## src/rtl/plq_pkg.sv

```systemverilog
package plq_pkg;

  localparam int SAMPLE_W    = 12;
  localparam int CALIB_W     = 12;
  localparam int HYST_W      = 8;
  localparam int LEVEL_OUT_W = 5;
  localparam int CFG_IDX_W   = 2;
  localparam int CFG_DATA_W  = 12;

  localparam int MAX_LEVEL_DEF = 31;
  localparam int ADC_BITS_DEF  = 12;

  localparam logic [CFG_IDX_W-1:0] CFG_CALIB_MIN = 2'd0;
  localparam logic [CFG_IDX_W-1:0] CFG_CALIB_MAX = 2'd1;
  localparam logic [CFG_IDX_W-1:0] CFG_HYST      = 2'd2;

  localparam logic [CALIB_W-1:0] CALIB_MIN_RST = 12'd0;
  localparam logic [CALIB_W-1:0] CALIB_MAX_RST = 12'd4095;
  localparam logic [HYST_W-1:0]  HYST_RST      = 8'd6;

  typedef struct packed {
    logic load;
    logic mult;
    logic div_step;
    logic decide;
  } plq_cmd_t;

  typedef struct packed {
    logic out_busy;
  } plq_status_t;

endpackage

```

## src/rtl/plq_ctrl.sv

```systemverilog
module plq_ctrl #(
  parameter int MAX_LEVEL = plq_pkg::MAX_LEVEL_DEF
) (
  input  logic                 clk,
  input  logic                 rst,
  input  logic                 in_valid,
  output logic                 in_stall,
  input  plq_pkg::plq_status_t status,
  output plq_pkg::plq_cmd_t    cmd
);

  localparam int LEVEL_W = $clog2(MAX_LEVEL + 1);
  localparam int CNT_W   = (LEVEL_W > 1) ? $clog2(LEVEL_W) : 1;

  typedef enum logic [3:0] {
    ST_IDLE   = 4'b0001,
    ST_MULT   = 4'b0010,
    ST_DIV    = 4'b0100,
    ST_DECIDE = 4'b1000
  } state_t;

  state_t             state;
  state_t             state_next;
  logic [CNT_W-1:0]   cnt;
  logic [CNT_W-1:0]   cnt_next;

  always_comb begin
    state_next = state;
    cnt_next   = cnt;
    cmd        = '0;
    in_stall   = 1'b1;
    case (state)
      ST_IDLE: begin
        in_stall = 1'b0;
        if (in_valid) begin
          cmd.load   = 1'b1;
          state_next = ST_MULT;
        end
      end
      ST_MULT: begin
        cmd.mult   = 1'b1;
        cnt_next   = '0;
        state_next = ST_DIV;
      end
      ST_DIV: begin
        cmd.div_step = 1'b1;
        cnt_next     = cnt + 1'b1;
        if (cnt == CNT_W'(LEVEL_W - 1)) begin
          state_next = ST_DECIDE;
        end
      end
      ST_DECIDE: begin
        if (!status.out_busy) begin
          cmd.decide = 1'b1;
          state_next = ST_IDLE;
        end
      end
      default: begin
        state_next = ST_IDLE;
      end
    endcase
  end

  always_ff @(posedge clk) begin
    if (rst) begin
      state <= ST_IDLE;
      cnt   <= '0;
    end else begin
      state <= state_next;
      cnt   <= cnt_next;
    end
  end

endmodule

```

## src/rtl/plq_dp.sv

```systemverilog
module plq_dp #(
  parameter int MAX_LEVEL = plq_pkg::MAX_LEVEL_DEF,
  parameter int ADC_BITS  = plq_pkg::ADC_BITS_DEF
) (
  input  logic                               clk,
  input  logic                               rst,
  input  logic                               cfg_wr_en,
  input  logic [plq_pkg::CFG_IDX_W-1:0]      cfg_index,
  input  logic [plq_pkg::CFG_DATA_W-1:0]     cfg_data,
  input  logic [plq_pkg::SAMPLE_W-1:0]       pedal_sample,
  input  plq_pkg::plq_cmd_t                  cmd,
  output plq_pkg::plq_status_t               status,
  output logic                               out_valid,
  input  logic                               out_stall,
  output logic [plq_pkg::LEVEL_OUT_W-1:0]    level,
  output logic                               level_changed
);

  localparam int SW      = plq_pkg::SAMPLE_W;
  localparam int CW      = plq_pkg::CALIB_W;
  localparam int LEVEL_W = $clog2(MAX_LEVEL + 1);
  localparam int NUM_W   = CW + LEVEL_W;
  localparam int SAMP_W  = (ADC_BITS < SW) ? ADC_BITS : SW;
  localparam logic [SW-1:0] SAMPLE_MASK = SW'((32'd1 << SAMP_W) - 32'd1);

  logic [CW-1:0]                 calib_min;
  logic [CW-1:0]                 calib_max;
  logic [plq_pkg::HYST_W-1:0]    hyst_counts;
  logic [SW-1:0]                 raw;
  logic [SW-1:0]                 anchor_sample;
  logic [LEVEL_W-1:0]            cur_level;
  logic                          degen;
  logic [NUM_W-1:0]              rem;
  logic [NUM_W-1:0]              dsh;
  logic [LEVEL_W-1:0]            quot;

  logic [CW-1:0]                 clamped;
  logic [CW-1:0]                 span;
  logic [CW-1:0]                 offs;
  logic                          is_degen;
  logic                          ge;
  logic [SW-1:0]                 moved;
  logic [LEVEL_W-1:0]            cand;
  logic                          take;
  logic [LEVEL_W-1:0]            level_next;

  always_comb begin
    is_degen = (calib_max <= calib_min);
    if (raw < calib_min) begin
      clamped = calib_min;
    end else if (raw > calib_max) begin
      clamped = calib_max;
    end else begin
      clamped = raw;
    end
    offs = clamped - calib_min;
    span = calib_max - calib_min;
    ge   = (rem >= dsh);
    moved = (raw > anchor_sample) ? (raw - anchor_sample) : (anchor_sample - raw);
    cand  = degen ? '0 : quot;
    take  = (cand != cur_level) && (moved >= SW'(hyst_counts));
    level_next = take ? cand : cur_level;
  end

  assign status.out_busy = out_valid && out_stall;

  always_ff @(posedge clk) begin
    if (rst) begin
      calib_min   <= plq_pkg::CALIB_MIN_RST;
      calib_max   <= plq_pkg::CALIB_MAX_RST;
      hyst_counts <= plq_pkg::HYST_RST;
    end else if (cfg_wr_en) begin
      case (cfg_index)
        plq_pkg::CFG_CALIB_MIN: calib_min   <= cfg_data;
        plq_pkg::CFG_CALIB_MAX: calib_max   <= cfg_data;
        plq_pkg::CFG_HYST:      hyst_counts <= cfg_data[plq_pkg::HYST_W-1:0];
        default: ;
      endcase
    end
  end

  always_ff @(posedge clk) begin
    if (cmd.load) begin
      raw <= pedal_sample & SAMPLE_MASK;
    end
    if (cmd.mult) begin
      degen <= is_degen;
      rem   <= is_degen ? '0 : NUM_W'(offs) * NUM_W'(MAX_LEVEL);
      dsh   <= NUM_W'(span) << (LEVEL_W - 1);
      quot  <= '0;
    end
    if (cmd.div_step) begin
      if (ge) begin
        rem <= rem - dsh;
      end
      quot <= LEVEL_W'({quot, ge});
      dsh  <= dsh >> 1;
    end
    if (cmd.decide) begin
      level         <= plq_pkg::LEVEL_OUT_W'(level_next);
      level_changed <= take;
    end
  end

  always_ff @(posedge clk) begin
    if (rst) begin
      cur_level     <= '0;
      anchor_sample <= '0;
      out_valid     <= 1'b0;
    end else begin
      if (cmd.decide) begin
        out_valid <= 1'b1;
        if (take) begin
          cur_level     <= cand;
          anchor_sample <= raw;
        end
      end else if (out_valid && !out_stall) begin
        out_valid <= 1'b0;
      end
    end
  end

endmodule

```

## src/rtl/pedal_level_quantizer_core.sv

```systemverilog
// Channel   Direction  Handshake          Payload
// in        input      in_valid/in_stall   pedal_sample[11:0]
// out       output     out_valid/out_stall level[4:0], level_changed
// cfg       input      cfg_wr_en           cfg_index[1:0], cfg_data[11:0]
//
// Each item passes through accept, clamp and multiply, one restoring-division step per
// quotient bit, then the level decision. The divider iterates over the quotient bits and
// in_stall stays high until the decision, so a new item is taken only in the idle state.
// rst is synchronous: registers return to calib_min 0, calib_max 4095, hysteresis 6,
// level 0, anchor 0. A stalled result waits in the output register; the next item is
// taken meanwhile and holds in the decision step until the result transfer completes.
module pedal_level_quantizer_core #(
  parameter int MAX_LEVEL = plq_pkg::MAX_LEVEL_DEF,
  parameter int ADC_BITS  = plq_pkg::ADC_BITS_DEF
) (
  input  logic                               clk,
  input  logic                               rst,
  input  logic                               cfg_wr_en,
  input  logic [plq_pkg::CFG_IDX_W-1:0]      cfg_index,
  input  logic [plq_pkg::CFG_DATA_W-1:0]     cfg_data,
  input  logic                               in_valid,
  output logic                               in_stall,
  input  logic [plq_pkg::SAMPLE_W-1:0]       pedal_sample,
  output logic                               out_valid,
  input  logic                               out_stall,
  output logic [plq_pkg::LEVEL_OUT_W-1:0]    level,
  output logic                               level_changed
);

  plq_pkg::plq_cmd_t    cmd;
  plq_pkg::plq_status_t status;

  plq_ctrl #(
    .MAX_LEVEL (MAX_LEVEL)
  ) u_ctrl (
    .clk      (clk),
    .rst      (rst),
    .in_valid (in_valid),
    .in_stall (in_stall),
    .status   (status),
    .cmd      (cmd)
  );

  plq_dp #(
    .MAX_LEVEL (MAX_LEVEL),
    .ADC_BITS  (ADC_BITS)
  ) u_dp (
    .clk           (clk),
    .rst           (rst),
    .cfg_wr_en     (cfg_wr_en),
    .cfg_index     (cfg_index),
    .cfg_data      (cfg_data),
    .pedal_sample  (pedal_sample),
    .cmd           (cmd),
    .status        (status),
    .out_valid     (out_valid),
    .out_stall     (out_stall),
    .level         (level),
    .level_changed (level_changed)
  );

endmodule

```

## config.mk

```make
export PLATFORM = sky130hd
export DESIGN_NAME = pedal_level_quantizer_core
export DESIGN_NICKNAME = d
export VERILOG_FILES = /design/src/rtl/plq_pkg.sv /design/src/rtl/plq_ctrl.sv /design/src/rtl/plq_dp.sv /design/src/rtl/pedal_level_quantizer_core.sv
export SDC_FILE = /design/constraint.sdc
export NUM_CORES = 1
export LEC_CHECK = 0
export BUFFER_PORTS_ARGS = -buffer_cell sky130_fd_sc_hd__clkbuf_2
export CAP_MARGIN = 10
export CORE_UTILIZATION = 44
export CTS_CLUSTER_SIZE = 12
export DETAILED_ROUTE_END_ITERATION = 10
export GPL_ROUTABILITY_DRIVEN = 0
export PLACE_DENSITY = 0.68
export RECOVER_POWER = 50
export SYNTH_ARGS = -nofsm -noshare
export SYNTH_HDL_FRONTEND = slang
export SYNTH_SLANG_ARGS = --single-unit
```

## constraint.sdc

```tcl
create_clock -name clk -period 20.4 [get_ports clk]
set_input_delay 2.04 -clock clk [delete_from_list [all_inputs] [get_ports clk]]
set_output_delay 2.04 -clock clk [all_outputs]
set_load 0.005 [all_outputs]
```

* Word level (Yosys, flattened, before mapping) *
Cells that the tools add are included.
Widths: inputs -> output; s select.

operators by class
  add/sub/neg operators = 6
  multiply operators = 1
  $lt $le $gt $ge = 6
  equality and inequality tests = 11
  muxes and demuxes = 27
  reduce and logical (&&, ||, !) cells = 13

operators with widths
  cell                   count
  $mux 17                4
  $sub 12x12->12         4
  $mux 12                3
  $gt 12x12->1           2
  $mux 5                 4
  $ge 17x16->1           1
  $mul 12x5->17 const B  1
  $sub 17x16->17         1
  $mux 16                1
  $pmux 4 s4             1
  $mux 15                1
  $ge 12x8->1            1
  $le 12x12->1           1
  $lt 12x12->1           1
  $mux 4                 3
  $mux 1                 9
  $reduce_and 2->1       4
  $pmux 3 s2             1
  $reduce_bool 2->1      3
  $ne 5x5->1             1
  $eq 4x1->1 const B     1
  $eq 4x2->1 const B     1
  $eq 4x3->1 const B     1
  $eq 4x4->1 const B     1
  other kinds (10)       13

storage, ports and cells
  bits in registers = 114
  bits of input ports = 31
  word-level logic and storage cells = 80

* Logic depth before layout (Yosys ltp) *
Gate-level depths: netlist of the first run.

  depth after elaboration = 9
  mapped depth = 34
  mapped depth without buffers = 34

* By module *
From an unflattened synthesis of the first run, not the netlist that was laid out.

unflattened totals
  cells, all modules = 1,205
  area, all modules = 10,143.5 µm²

by module, submodules not included
  module    instances  cells each  area an instance (µm²)  seq. area each (µm²)
  plq_dp    1          1,154       9,709.3                 2,542.4
  plq_ctrl  1          51          434.2                   140.1

* Worst setup path after synthesis of the first run *
Ideal clock, no wire load.

  path kind = register to register
  from = reg u_dp.raw[1]
  to = reg u_dp.rem[16]
  library setup time = 0.120 ns
  arrival time = 6.849 ns
  slack = 13.431 ns
  stages on the path, launching flop included = 30
  buffers on the path = 1
  clock period less this slack = 6.969 ns
  path through = edfxtp_1 > ha_1 > a21oi_1 > o21ai_0 > a21oi_1 > o211ai_1 > a221oi_1 > clkbuf_1 > a21oi_1 > ha_1 > fa_1 > nor2b_1 > o21ai_0 > nand2b_1 > a31oi_1 > nor2b_1 > xnor2_1 > inv_1 > maj3_1 > fa_1 > fa_1 > inv_1 > ha_1 > and3_1 > a21oi_1 > o21ai_0 > o41ai_1 > o21ai_0 > xnor2_1 > a211o_1

between the ends
  word-level cells in the longest chain between the ends = 9
  elaborated cells on any way between the ends = 10
  those cells by class = add/sub (1); mul (1); order compare (2); mux (6)

ends and longest elaborated chain
  element                   line          text
  start: declaration        plq_dp.sv:29  logic [SW-1:0] raw;
  start signal: assignment  plq_dp.sv:84  raw <= pedal_sample & SAMPLE_MASK;
  $gt 12x12->1              plq_dp.sv:51  end else if (raw > calib_max) begin
  $mux 12                   plq_dp.sv:51
  $mux 12 (*)               plq_dp.sv:49  if (raw < calib_min) begin
  $sub 12x12->12 (*)        plq_dp.sv:56  offs = clamped - calib_min;
  $mul 12x5->17 (*)         plq_dp.sv:88  rem <= is_degen ? '0 : NUM_W'(offs) * NUM_W'(MAX_LEVEL);
  $mux 17 (*)               plq_dp.sv:88
  $mux 17 (*)               plq_dp.sv:86  if (cmd.mult) begin
  $mux 17                   plq_dp.sv:93  if (ge) begin
  $mux 17 (*)               plq_dp.sv:92  if (cmd.div_step) begin
  end signal: assignment    plq_dp.sv:88
  end signal: assignment    plq_dp.sv:94  rem <= rem - dsh;
  end: declaration          plq_dp.sv:33  logic [NUM_W-1:0] rem;

Every way passes the cells marked *; elsewhere a longest branch is shown, timed or not.
A chain may end at the register's enable or synchronous reset.

* Final worst setup path of the first run *
Ends and elaborated chain as after synthesis.

==> results.md, run 1 <==
* Clock tree buffer depth at 2
* Critical R2R Launch: u_dp.raw[1]$_DFFE_PP_
* Sequential fraction of the synthesis area at 0.2748
* Area of combinational cells with multiple inputs at 6397 µm²
* Count of unique library cells instantiated by Yosys at 71
* Critical path launch point type: register
* R2r setup slk at 13.03 ns
* Worst setup path startpoint: u_dp.raw[1]$_DFFE_PP_
* Capture point of the worst reg-to-reg path: u_dp.rem[16]$_DFF_P_
* Share of synthesized flip-flops with an asynchronous set or reset at 0
* Synth Cell Area at 9761 µm²
* Count of routing violations after the opening detailed-route iteration at 553
* Worst setup path category: register to register
* Run status: finished with violations
* Critical path endpoint: u_dp.rem[16]$_DFF_P_
* Cts bufs inserted at 17
* Buffers inserted during post-CTS setup optimization at 0
* Placeable core region at 21,760 µm²
* Total routing usage reported by global routing at 0.2192
* Root Driver: sky130_fd_sc_hd__clkbuf_16
* Cell types occupying the most area after synthesis: sky130_fd_sc_hd__ha_1 (16%), sky130_fd_sc_hd__dfxtp_1 (15%), sky130_fd_sc_hd__edfxtp_1 (12%), sky130_fd_sc_hd__a21oi_1 (6.1%), sky130_fd_sc_hd__inv_1 (5.1%)
* P&R area growth vs syn at 10.13%
* CP max FO at 23
* Critical-path top delay cell: sky130_fd_sc_hd__fa_1
* Via count of the first global-routing pass at 7,586
* Pin count of the biggest net entering global routing at 58
* Wire length after detailed routing at 23,770 µm
* Max-cap viol count at 1
* Total via count in the routed design at 8,195
* Number of gates resized after CTS at 0
* Main synth FF type: sky130_fd_sc_hd__dfxtp_1
* Number of clock sinks seen by CTS at 114
* DPL Wire Length at 18,430 µm
* Gate count of the mapped netlist at 1,157
* Fin. max-slew vios at 58
* Number of H-tree levels at 4
* Filler instances at 2,088
* Yosys top cell by area: sky130_fd_sc_hd__ha_1
* Number of antenna violations at the first check in global routing at 0
* Storage cell area at 2683 µm²
* Syn Area/Cell at 8.436 µm²
* Portion of the clock cycle consumed by the worst path in the final layout at 0.3611
* Synth top area share at 0.1641
* Die Wd at 150.9 µm
* Aggregate global routing overflow at 0
* Layout cells sized above 1 at 0.07525
* Arr. time, crit path at 7.68 ns
* Die area at 22,780 µm²
* Worst stage delay on the critical path at 0.53 ns
* Insertion delay of the later-clocked pin in the worst-skew pair at 0.43 ns
* Sum Neg Setup Slack at 0 ns
* Number of remaining DRC errors at 0
* Vertical die dimension at 150.9 µm
* Number of enable flip-flop cells after synthesis at 40
* Layout net count at 1,362
* Maximum clock rate at 0.1358 GHz
* # IOs at 39
* Antenna Diode Count at 0
* # rows at 54
* Synth Warn # at 0
* Clock slew at the register clock pins of the worst setup and hold paths at 0.06 ns
* I/O Buffers at 38
* Detail-routed net length per standard cell at 16.11 µm
* HP Class: register to register
* Post-route antenna net violation count at 0
* Worst Path Required at 20.71 ns
* Cell seen most often among critical-path stages: sky130_fd_sc_hd__ha_1
* Sort of element at the end of the critical path: register
* Synthesized netlist net count at 1,336
* Failing checks: max-capacitance violations, max-slew violations
* Initial Utilization at 0.4486
* Number of hold violations in the final report at 0
* Post-DR vias/cell at 5.552
* TritonCTS clock tree: yes
* Max Clock Skew at 0.01194 ns
* Number of iterations in the first detailed-routing pass at 5
* Minimum clock period after layout at 7.366 ns
* Final setup vio count at 0
* Hold-fix buffers, CTS at 0
* Global-route wire length before repair at 38,750 µm
* Count leader, synth: sky130_fd_sc_hd__inv_1
* R2R depth at 31
* Headroom to the max-slew limit at -0.7638
* RSZ-0062 raised after global routing: false
* Top cells by count, synth: sky130_fd_sc_hd__inv_1 (133), sky130_fd_sc_hd__ha_1 (128), sky130_fd_sc_hd__a21oi_1 (119), sky130_fd_sc_hd__nor2_1 (119), sky130_fd_sc_hd__dfxtp_1 (74)
* Slew @ Worst Pin at 2.646 ns
* Number of synthesized register bits at 114
worst min-delay path by stage:
stage	start	end	slack [ns]	depth (start not counted)
2_1_floorplan	u_dp.anchor_sample[11]$_SDFFE_PP0P_	u_dp.anchor_sample[11]$_SDFFE_PP0P_	0.46	2
4_1_cts	u_dp.anchor_sample[11]$_SDFFE_PP0P_	u_dp.anchor_sample[11]$_SDFFE_PP0P_	0.49	2
3_5_place_dp	u_dp.anchor_sample[11]$_SDFFE_PP0P_	u_dp.anchor_sample[11]$_SDFFE_PP0P_	0.48	2
6_report	u_dp.anchor_sample[11]$_SDFFE_PP0P_	u_dp.anchor_sample[11]$_SDFFE_PP0P_	0.49	2
5_1_grt	u_dp.anchor_sample[11]$_SDFFE_PP0P_	u_dp.anchor_sample[11]$_SDFFE_PP0P_	0.52	2
3_3_place_gp	u_dp.anchor_sample[11]$_SDFFE_PP0P_	u_dp.anchor_sample[11]$_SDFFE_PP0P_	0.47	2
final cells by class:
type                            count  area share
Multi-Input combinational cell    866      0.5952
Sequential cell                   114      0.2496
Inverter                          137     0.04784
Clock buffer                       17     0.03958
Tap cell                          280     0.03259
Timing Repair Buffer               47     0.02165
Clock inverter                     15     0.01362
sequential cells by signal (all words and copies together), names as in the netlist, 5 cells and up:
name	flops
u_dp.anchor_sample	12
u_dp.calib_max	12
u_dp.calib_min	12
u_dp.cur_level	5
u_dp.dsh	16
u_dp.hyst_counts	8
u_dp.level	5
u_dp.quot	5
u_dp.raw	12
u_dp.rem	17
layout by cell type, fill, tap and decap left out, drive strengths merged, types with 18 or more instances in the layout:
| master | n |
|---|---|
| a21oi | 122 |
| dfxtp | 74 |
| clkbuf | 60 |
| nor2b | 21 |
| nand2 | 42 |
| xor2 | 25 |
| o21ai | 63 |
| ha | 128 |
| a211oi | 26 |
| inv | 144 |
| xnor2 | 44 |
| nor2 | 119 |
| a21o | 18 |
| edfxtp | 40 |
| nand3 | 29 |
| fa | 20 |
| nor3 | 27 |
routing by layer:
metal | track usage | part of all wire
met1 | 0.2997 | 0.48
met4 | 0.05300 | 0.014
met5 | 0 | 0
met3 | 0.03524 | 0.041
met2 | 0.3592 | 0.47
stage by stage:
stage	worst slack [ns]	utilization	instances	hold WS, ns	area (µm²)
after floorplan	13.43	-	1157	0.4591	9761
after global placement	13.27	0.4692	1444	0.4665	10210
after detailed placement	13.06	0.4692	1444	0.4832	10210
after CTS	13.00	0.4955	1476	0.4921	10780
after global routing	12.33	0.4941	1476	0.5232	10750
final	13.03	0.4941	1476	0.4938	10750
worst max-delay path: cells and delay by family, from the launching register on:
family | cells | cell delay, ns
xor gates and xnor gates | 4 | 0.88
DFF | 1 | 0.52
adders and majority gates | 6 | 2.05
AOI/OAI and AO/OA | 13 | 2.56
buffers and inverters | 3 | 0.56
and+or+nand+nor | 5 | 0.65
cells by family after synthesis:
group	after synthesis	synth area share
DFF	114	0.2748
AOI/OAI and AO/OA	325	0.2131
adders and majority gates	150	0.2072
xor gates and xnor gates	69	0.06192
buffers and inverters	177	0.07153
muxes	22	0.02436
and+or+nand+nor	300	0.1472
Power of run 1 is left out: the tool's default activity adds up to more than one toggle a clock period on the data nets, which glitch-free logic cannot reach.
==> run 2, diff against run 1 <==
Clock period 20.4 ns to 7.1 ns, I/O delays scaled along.
==> results.md, run 2 (same netlist as run 1, synthesis figures left out) <==
* Top reg by flops: u_dp.rem
* Antenna Diode Count at 0 (unchanged)
* Wire length after detailed routing at 25,570 µm (+7.6%)
* Kind of cell with the highest combined delay on the critical path: compound AO/OA/AOI/OAI gates
* Global-route wire length before repair at 39,920 µm (+3.0%)
* Critical-path top delay cell: sky130_fd_sc_hd__fa_1
* Flip-flop count of the largest register, all copies and words added at 17 (unchanged)
* Via count of the first global-routing pass at 7,787 (+2.6%)
* Clock slew at the register clock pins of the worst setup and hold paths at 0.07 ns (about the same)
* Commonest non-fill, non-tap cells in the layout: sky130_fd_sc_hd__inv_1 (132), sky130_fd_sc_hd__ha_1 (124), sky130_fd_sc_hd__nor2_1 (119)
* Number of clock sinks seen by CTS at 114 (unchanged)
* HP Class: primary input to register
* TritonCTS clock tree: yes
* Vertical die dimension at 150.9 µm (unchanged)
* Critical path launch point type: register
* Highest routing layer actually used: met4
* DR WL met2 at 11,630 µm (+5.1%)
* Slew @ Worst Pin at 2.804 ns (+0.1587 ns)
* Worst stage delay on the critical path at 0.53 ns (about the same)
* Cts bufs inserted at 17 (unchanged)
* Die Wd at 150.9 µm (unchanged)
* P&R area growth vs syn at 15.70%
* Worst setup path category: register to register
* Dpl ws at 0.06596 ns (-13.00 ns)
* I/O Buffers at 38 (unchanged)
* Arr. time, crit path at 7.26 ns (-0.42 ns)
* Number of iterations in the first detailed-routing pass at 5 (unchanged)
* Hold-fix buffers, CTS at 0 (unchanged)
* Post-route antenna net violation count at 0 (unchanged)
* Final setup vio count at 0 (unchanged)
* DPL Wire Length at 19,050 µm (+3.4%)
* Number of H-tree levels at 4 (unchanged)
* # rows at 54 (unchanged)
* Initial Utilization at 0.4486 (unchanged)
* Layout net count at 1,401 (+2.9%)
* Headroom to the max-slew limit at -0.8696 (-0.1058)
* Buffer and inverter count on the worst path at 5 (+2)
* Count of routing violations after the opening detailed-route iteration at 671 (+21%)
* Fin. max-slew vios at 58 (unchanged)
* Layout cells sized above 1 at 0.1215 (+0.04621)
* Maximum clock rate at 0.1439 GHz (+6.0%)
* Sort of element at the end of the critical path: register
* Final non-filler cell area at 11,290 µm² (+5.1%)
* Total via count in the routed design at 8,527 (+4.1%)
* Detail-routed net length per standard cell at 16.88 µm (+4.8%)
* Final setup slack of the worst path at 0.1527 ns (-12.88 ns)
* Max-cap viol count at 1 (unchanged)
* # IOs at 39 (unchanged)
* Total routing usage reported by global routing at 0.2268 (+0.007642)
* Aggregate global routing overflow at 0 (unchanged)
* Placeable core region at 21,760 µm² (unchanged)
* Most common library cell in the layout ignoring fill and taps: sky130_fd_sc_hd__inv_1
* Number of hold violations in the final report at 0 (unchanged)
* Top Registers: u_dp.rem: 17 flops, u_dp.dsh: 16 flops
* Number of remaining DRC errors at 0 (unchanged)
* Placed inst area at 10,400 µm² (+1.9%)
* Post-DR vias/cell at 5.628 (+1.4%)
* Clock tree buffer depth at 2 (unchanged)
* Die area at 22,780 µm² (unchanged)
* CP max FO at 6 (-74%)
* Insertion delay of the later-clocked pin in the worst-skew pair at 0.43 ns (about the same)
* Pin count of the biggest net entering global routing at 58 (unchanged)
* Minimum clock period after layout at 6.947 ns (-0.4187 ns)
* Worst-case hold slack at 0.4551 ns (-0.03873 ns)
* Failing checks: max-capacitance violations, max-slew violations
* Wl on met1 at 11,840 µm (+3.8%)
* Root Driver: sky130_fd_sc_hd__clkbuf_16
* Worst Path Required at 7.41 ns (-13.30 ns)
* Max Clock Skew at 0.01190 ns (-0.00003500 ns)
* Run status: finished with violations
* Met3 wirelength from detailed routing at 1359 µm (+39%)
* Number of antenna violations at the first check in global routing at 0 (unchanged)
* Portion of the clock cycle consumed by the worst path in the final layout at 0.9785 (+0.6174)
* Layout Utilization at 0.5191 (+0.02502)
-- run 2: cell count changes in the layout (fill, tap and decap cells not counted), sizes merged --
| cell | before | now |
|---|---|---|
| clkinvlp | 3 | 0 |
| buf | 4 | 45 |
| clkinv | 4 | 6 |
| inv | 144 | 140 |
| bufinv | 1 | 3 |
| clkbuf | 60 | 61 |
-- run 2: routing by layer --
layer | track usage | up-vias
li1 | - | 4224
met1 | 0.3084 | 4002
met2 | 0.3528 | 256
met3 | 0.03976 | 45
met4 | 0.09550 | 0
met5 | 0 | -
-- run 2: layout make-up --
class / count / area [µm²]
Clock buffer: 20 / 479.2
Sequential cell: 114 / 2684
Timing Repair Buffer: 86 / 536.8
Multi-Input combinational cell: 866 / 6563
Inverter: 137 / 514.2
Tap cell: 280 / 350.3
Clock inverter: 12 / 166.4
Fill cell: 2033 / 10460
-- run 2: worst register-to-register path, delay by kind of cell, from the launching register on --
family / cells / cell delay, ns
compound gates: 13 / 2.65
fa+ha+maj: 6 / 2.26
xor+xnor: 3 / 0.55
buf+inv: 5 / 0.52
flops: 1 / 0.48
simple gates: 3 / 0.36
-- run 2: path summary, 6_finish.rpt --
check / start / end / slack [ns] / cells after the start
worst min register to register: u_dp.anchor_sample[11]$_SDFFE_PP0P_ / u_dp.anchor_sample[11]$_SDFFE_PP0P_ / 0.49 / 2
worst min-delay path: pedal_sample[6] / u_dp.raw[6]$_DFFE_PP_ / 0.46 / 1
worst max-delay path: u_dp.raw[3]$_DFFE_PP_ / u_dp.rem[16]$_DFF_P_ / 0.15 / 30
worst max register to register: u_dp.raw[3]$_DFFE_PP_ / u_dp.rem[16]$_DFF_P_ / 0.15 / 30
-- run 2: repair_timing --
item	CTS	global route
endpoints found under the setup margin	0	7
gates resized for setup	0	36
buffers inserted	0	13
-- run 2: metrics by stage --
| stage | TNS [ns] | cells |
|---|---|---|
| floorplan | 0 | 1157 |
| CTS | 0 | 1502 |
| finish | 0 | 1515 |
| detailed placement | 0 | 1470 |
| global route | -0.4021 | 1515 |
| global placement | 0 | 1470 |
Power of run 2 is left out for the same reason.
==> run 3, diff against run 2 <==
Settings changed: REMOVE_ABC_BUFFERS set to 1.
==> results.md, run 3 (same netlist as run 1, synthesis figures left out) <==
* Number of hold violations in the final report at 0 (unchanged)
* Commonest non-fill, non-tap cells in the layout: sky130_fd_sc_hd__inv_1 (133), sky130_fd_sc_hd__ha_1 (124), sky130_fd_sc_hd__nor2_1 (119), sky130_fd_sc_hd__a21oi_1 (119), sky130_fd_sc_hd__dfxtp_1 (71)
* HP Class: primary input to register
* Post-route antenna net violation count at 0 (unchanged)
* Worst Path Required at 7.39 ns (-0.02 ns)
* CP max FO at 15 (+9)
* Final setup vio count at 0 (unchanged)
* Clock tree buffer depth at 2 (unchanged)
* Layout cells sized above 1 at 0.1177 (-0.003763)
* Critical path launch point type: register
* # rows at 54 (unchanged)
* Layout net count at 1,398 (-0.21%)
* Most common library cell in the layout ignoring fill and taps: sky130_fd_sc_hd__inv_1
* Number of clock sinks seen by CTS at 114 (unchanged)
* Placed Instances at 1,468 (-0.14%)
* Number of antenna violations at the first check in global routing at 0 (unchanged)
* Clock slew at the register clock pins of the worst setup and hold paths at 0.05 ns (-0.02 ns)
* Minimum clock period after layout at 6.767 ns (-0.1799 ns)
* Root Driver: sky130_fd_sc_hd__clkbuf_16
* Dpl ws at 0.03484 ns (-0.03112 ns)
* Cell seen most often among critical-path stages: sky130_fd_sc_hd__buf_4
* Via count of the first global-routing pass at 7,794 (+0.090%)
* Number of H-tree levels at 4 (unchanged)
* Post-route insts no fill at 1,512 (-0.20%)
* Sort of element at the end of the critical path: register
* Die Wd at 150.9 µm (unchanged)
* Arr. time, crit path at 7.06 ns (-0.20 ns)
* Die area at 22,780 µm² (unchanged)
* Total via count in the routed design at 8,397 (-1.5%)
* Number of remaining DRC errors at 0 (unchanged)
* Flip-flop count of the largest register, all copies and words added at 17 (unchanged)
* Antenna Diode Count at 0 (unchanged)
* # IOs at 39 (unchanged)
* Headroom to the max-slew limit at -0.8625 (+0.007073)
* Vertical die dimension at 150.9 µm (unchanged)
* Insertion delay of the later-clocked pin in the worst-skew pair at 0.42 ns (about the same)
* Placeable core region at 21,760 µm² (unchanged)
* Wire length after detailed routing at 24,210 µm (-5.3%)
* Failing checks: max-capacitance violations, max-slew violations
* Pin count of the biggest net entering global routing at 58 (unchanged)
* TritonCTS clock tree: yes
* Top Registers: u_dp.rem: 17 flops, u_dp.dsh: 16 flops
* Top reg by flops: u_dp.rem
* Global-route wire length before repair at 38,850 µm (-2.7%)
* Critical-path top delay cell: sky130_fd_sc_hd__fa_1
* DPL Wire Length at 18,320 µm (-3.8%)
* Maximum clock rate at 0.1478 GHz (+2.7%)
* Aggregate global routing overflow at 0 (unchanged)
* Fin. max-slew vios at 58 (unchanged)
* Number of iterations in the first detailed-routing pass at 5 (unchanged)
* Post-DR vias/cell at 5.554 (-1.3%)
* Max-cap viol count at 1 (unchanged)
* Max Clock Skew at 0.008434 ns (-0.003470 ns)
* Initial Utilization at 0.4486 (unchanged)
* Count of routing violations after the opening detailed-route iteration at 498 (-26%)
* Final setup slack of the worst path at 0.3326 ns (+0.1799 ns)
* Worst setup path category: register to register
* P&R area growth vs syn at 15.51%
* Sum Neg Setup Slack at 0 ns (unchanged)
* Total routing usage reported by global routing at 0.2196 (-0.007232)
* Portion of the clock cycle consumed by the worst path in the final layout at 0.9532 (-0.02534)
* Slew @ Worst Pin at 2.794 ns (-0.01061 ns)
* Run status: finished with violations
* I/O Buffers at 38 (unchanged)
* Detail-routed net length per standard cell at 16.01 µm (-5.1%)
* Cts bufs inserted at 17 (unchanged)
* Worst stage delay on the critical path at 0.50 ns (-0.03 ns)
-- run 3: path summary, 6_finish.rpt --
check	startpoint	to	slack [ns]	cells past startpoint
setup reg to reg	u_dp.raw[1]$_DFFE_PP_	u_dp.rem[14]$_DFF_P_	0.33	32
hold reg to reg	u_dp.anchor_sample[11]$_SDFFE_PP0P_	u_dp.anchor_sample[11]$_SDFFE_PP0P_	0.50	2
setup / recovery	u_dp.raw[1]$_DFFE_PP_	u_dp.rem[14]$_DFF_P_	0.33	32
hold / removal	pedal_sample[3]	u_dp.raw[3]$_DFFE_PP_	0.46	1
-- run 3: layout make-up --
type | instances | area [µm²]
fillers | 2035 | 10480
multi-input cells | 866 | 6570
flip-flops and latches | 114 | 2686
inverters | 137 | 514.2
repair buffers | 83 | 513.0
clock buffers | 20 | 436.7
well taps | 280 | 350.3
clock inverters | 12 | 203.9
-- run 3: what timing repair did --
item | CTS | global route
hold buffers | 0 | 0
endpoints found under the hold margin | 0 | 0
buffers inserted | 0 | 12
endpoints found under the setup margin | 0 | 7
gates resized for setup | 0 | 33
-- run 3: stage by stage --
step / area, µm² / hold WS, ns / util
floorplan: 9577 / 0.4525 / -
global placement: 10390 / 0.4667 / 0.4775
detailed placement: 10390 / 0.4832 / 0.4775
CTS: 11030 / 0.4489 / 0.5070
global route: 11270 / 0.4423 / 0.5182
finish: 11270 / 0.4621 / 0.5182
-- run 3: routing by layer --
layer	part of all wire	routed length, µm	track usage	vias up
met4	0.014	333	0.05600	0
met2	0.45	11000	0.3562	204
met5	0	0	0	-
met3	0.047	1140	0.04217	19
met1	0.48	11740	0.2978	3950
li1	-	-	-	4224
-- run 3: critical path, delay by kind of cell, from the launching register on --
family,cells,cell delay [ns]
AO/OA/AOI/OAI,11,1.96
adder cells (fa/ha/maj),5,1.67
buffers and inverters,6,0.96
AND/OR/NAND/NOR,5,0.87
XOR/XNOR,5,0.71
flip-flops,1,0.46
Power of run 3 is left out for the same reason.
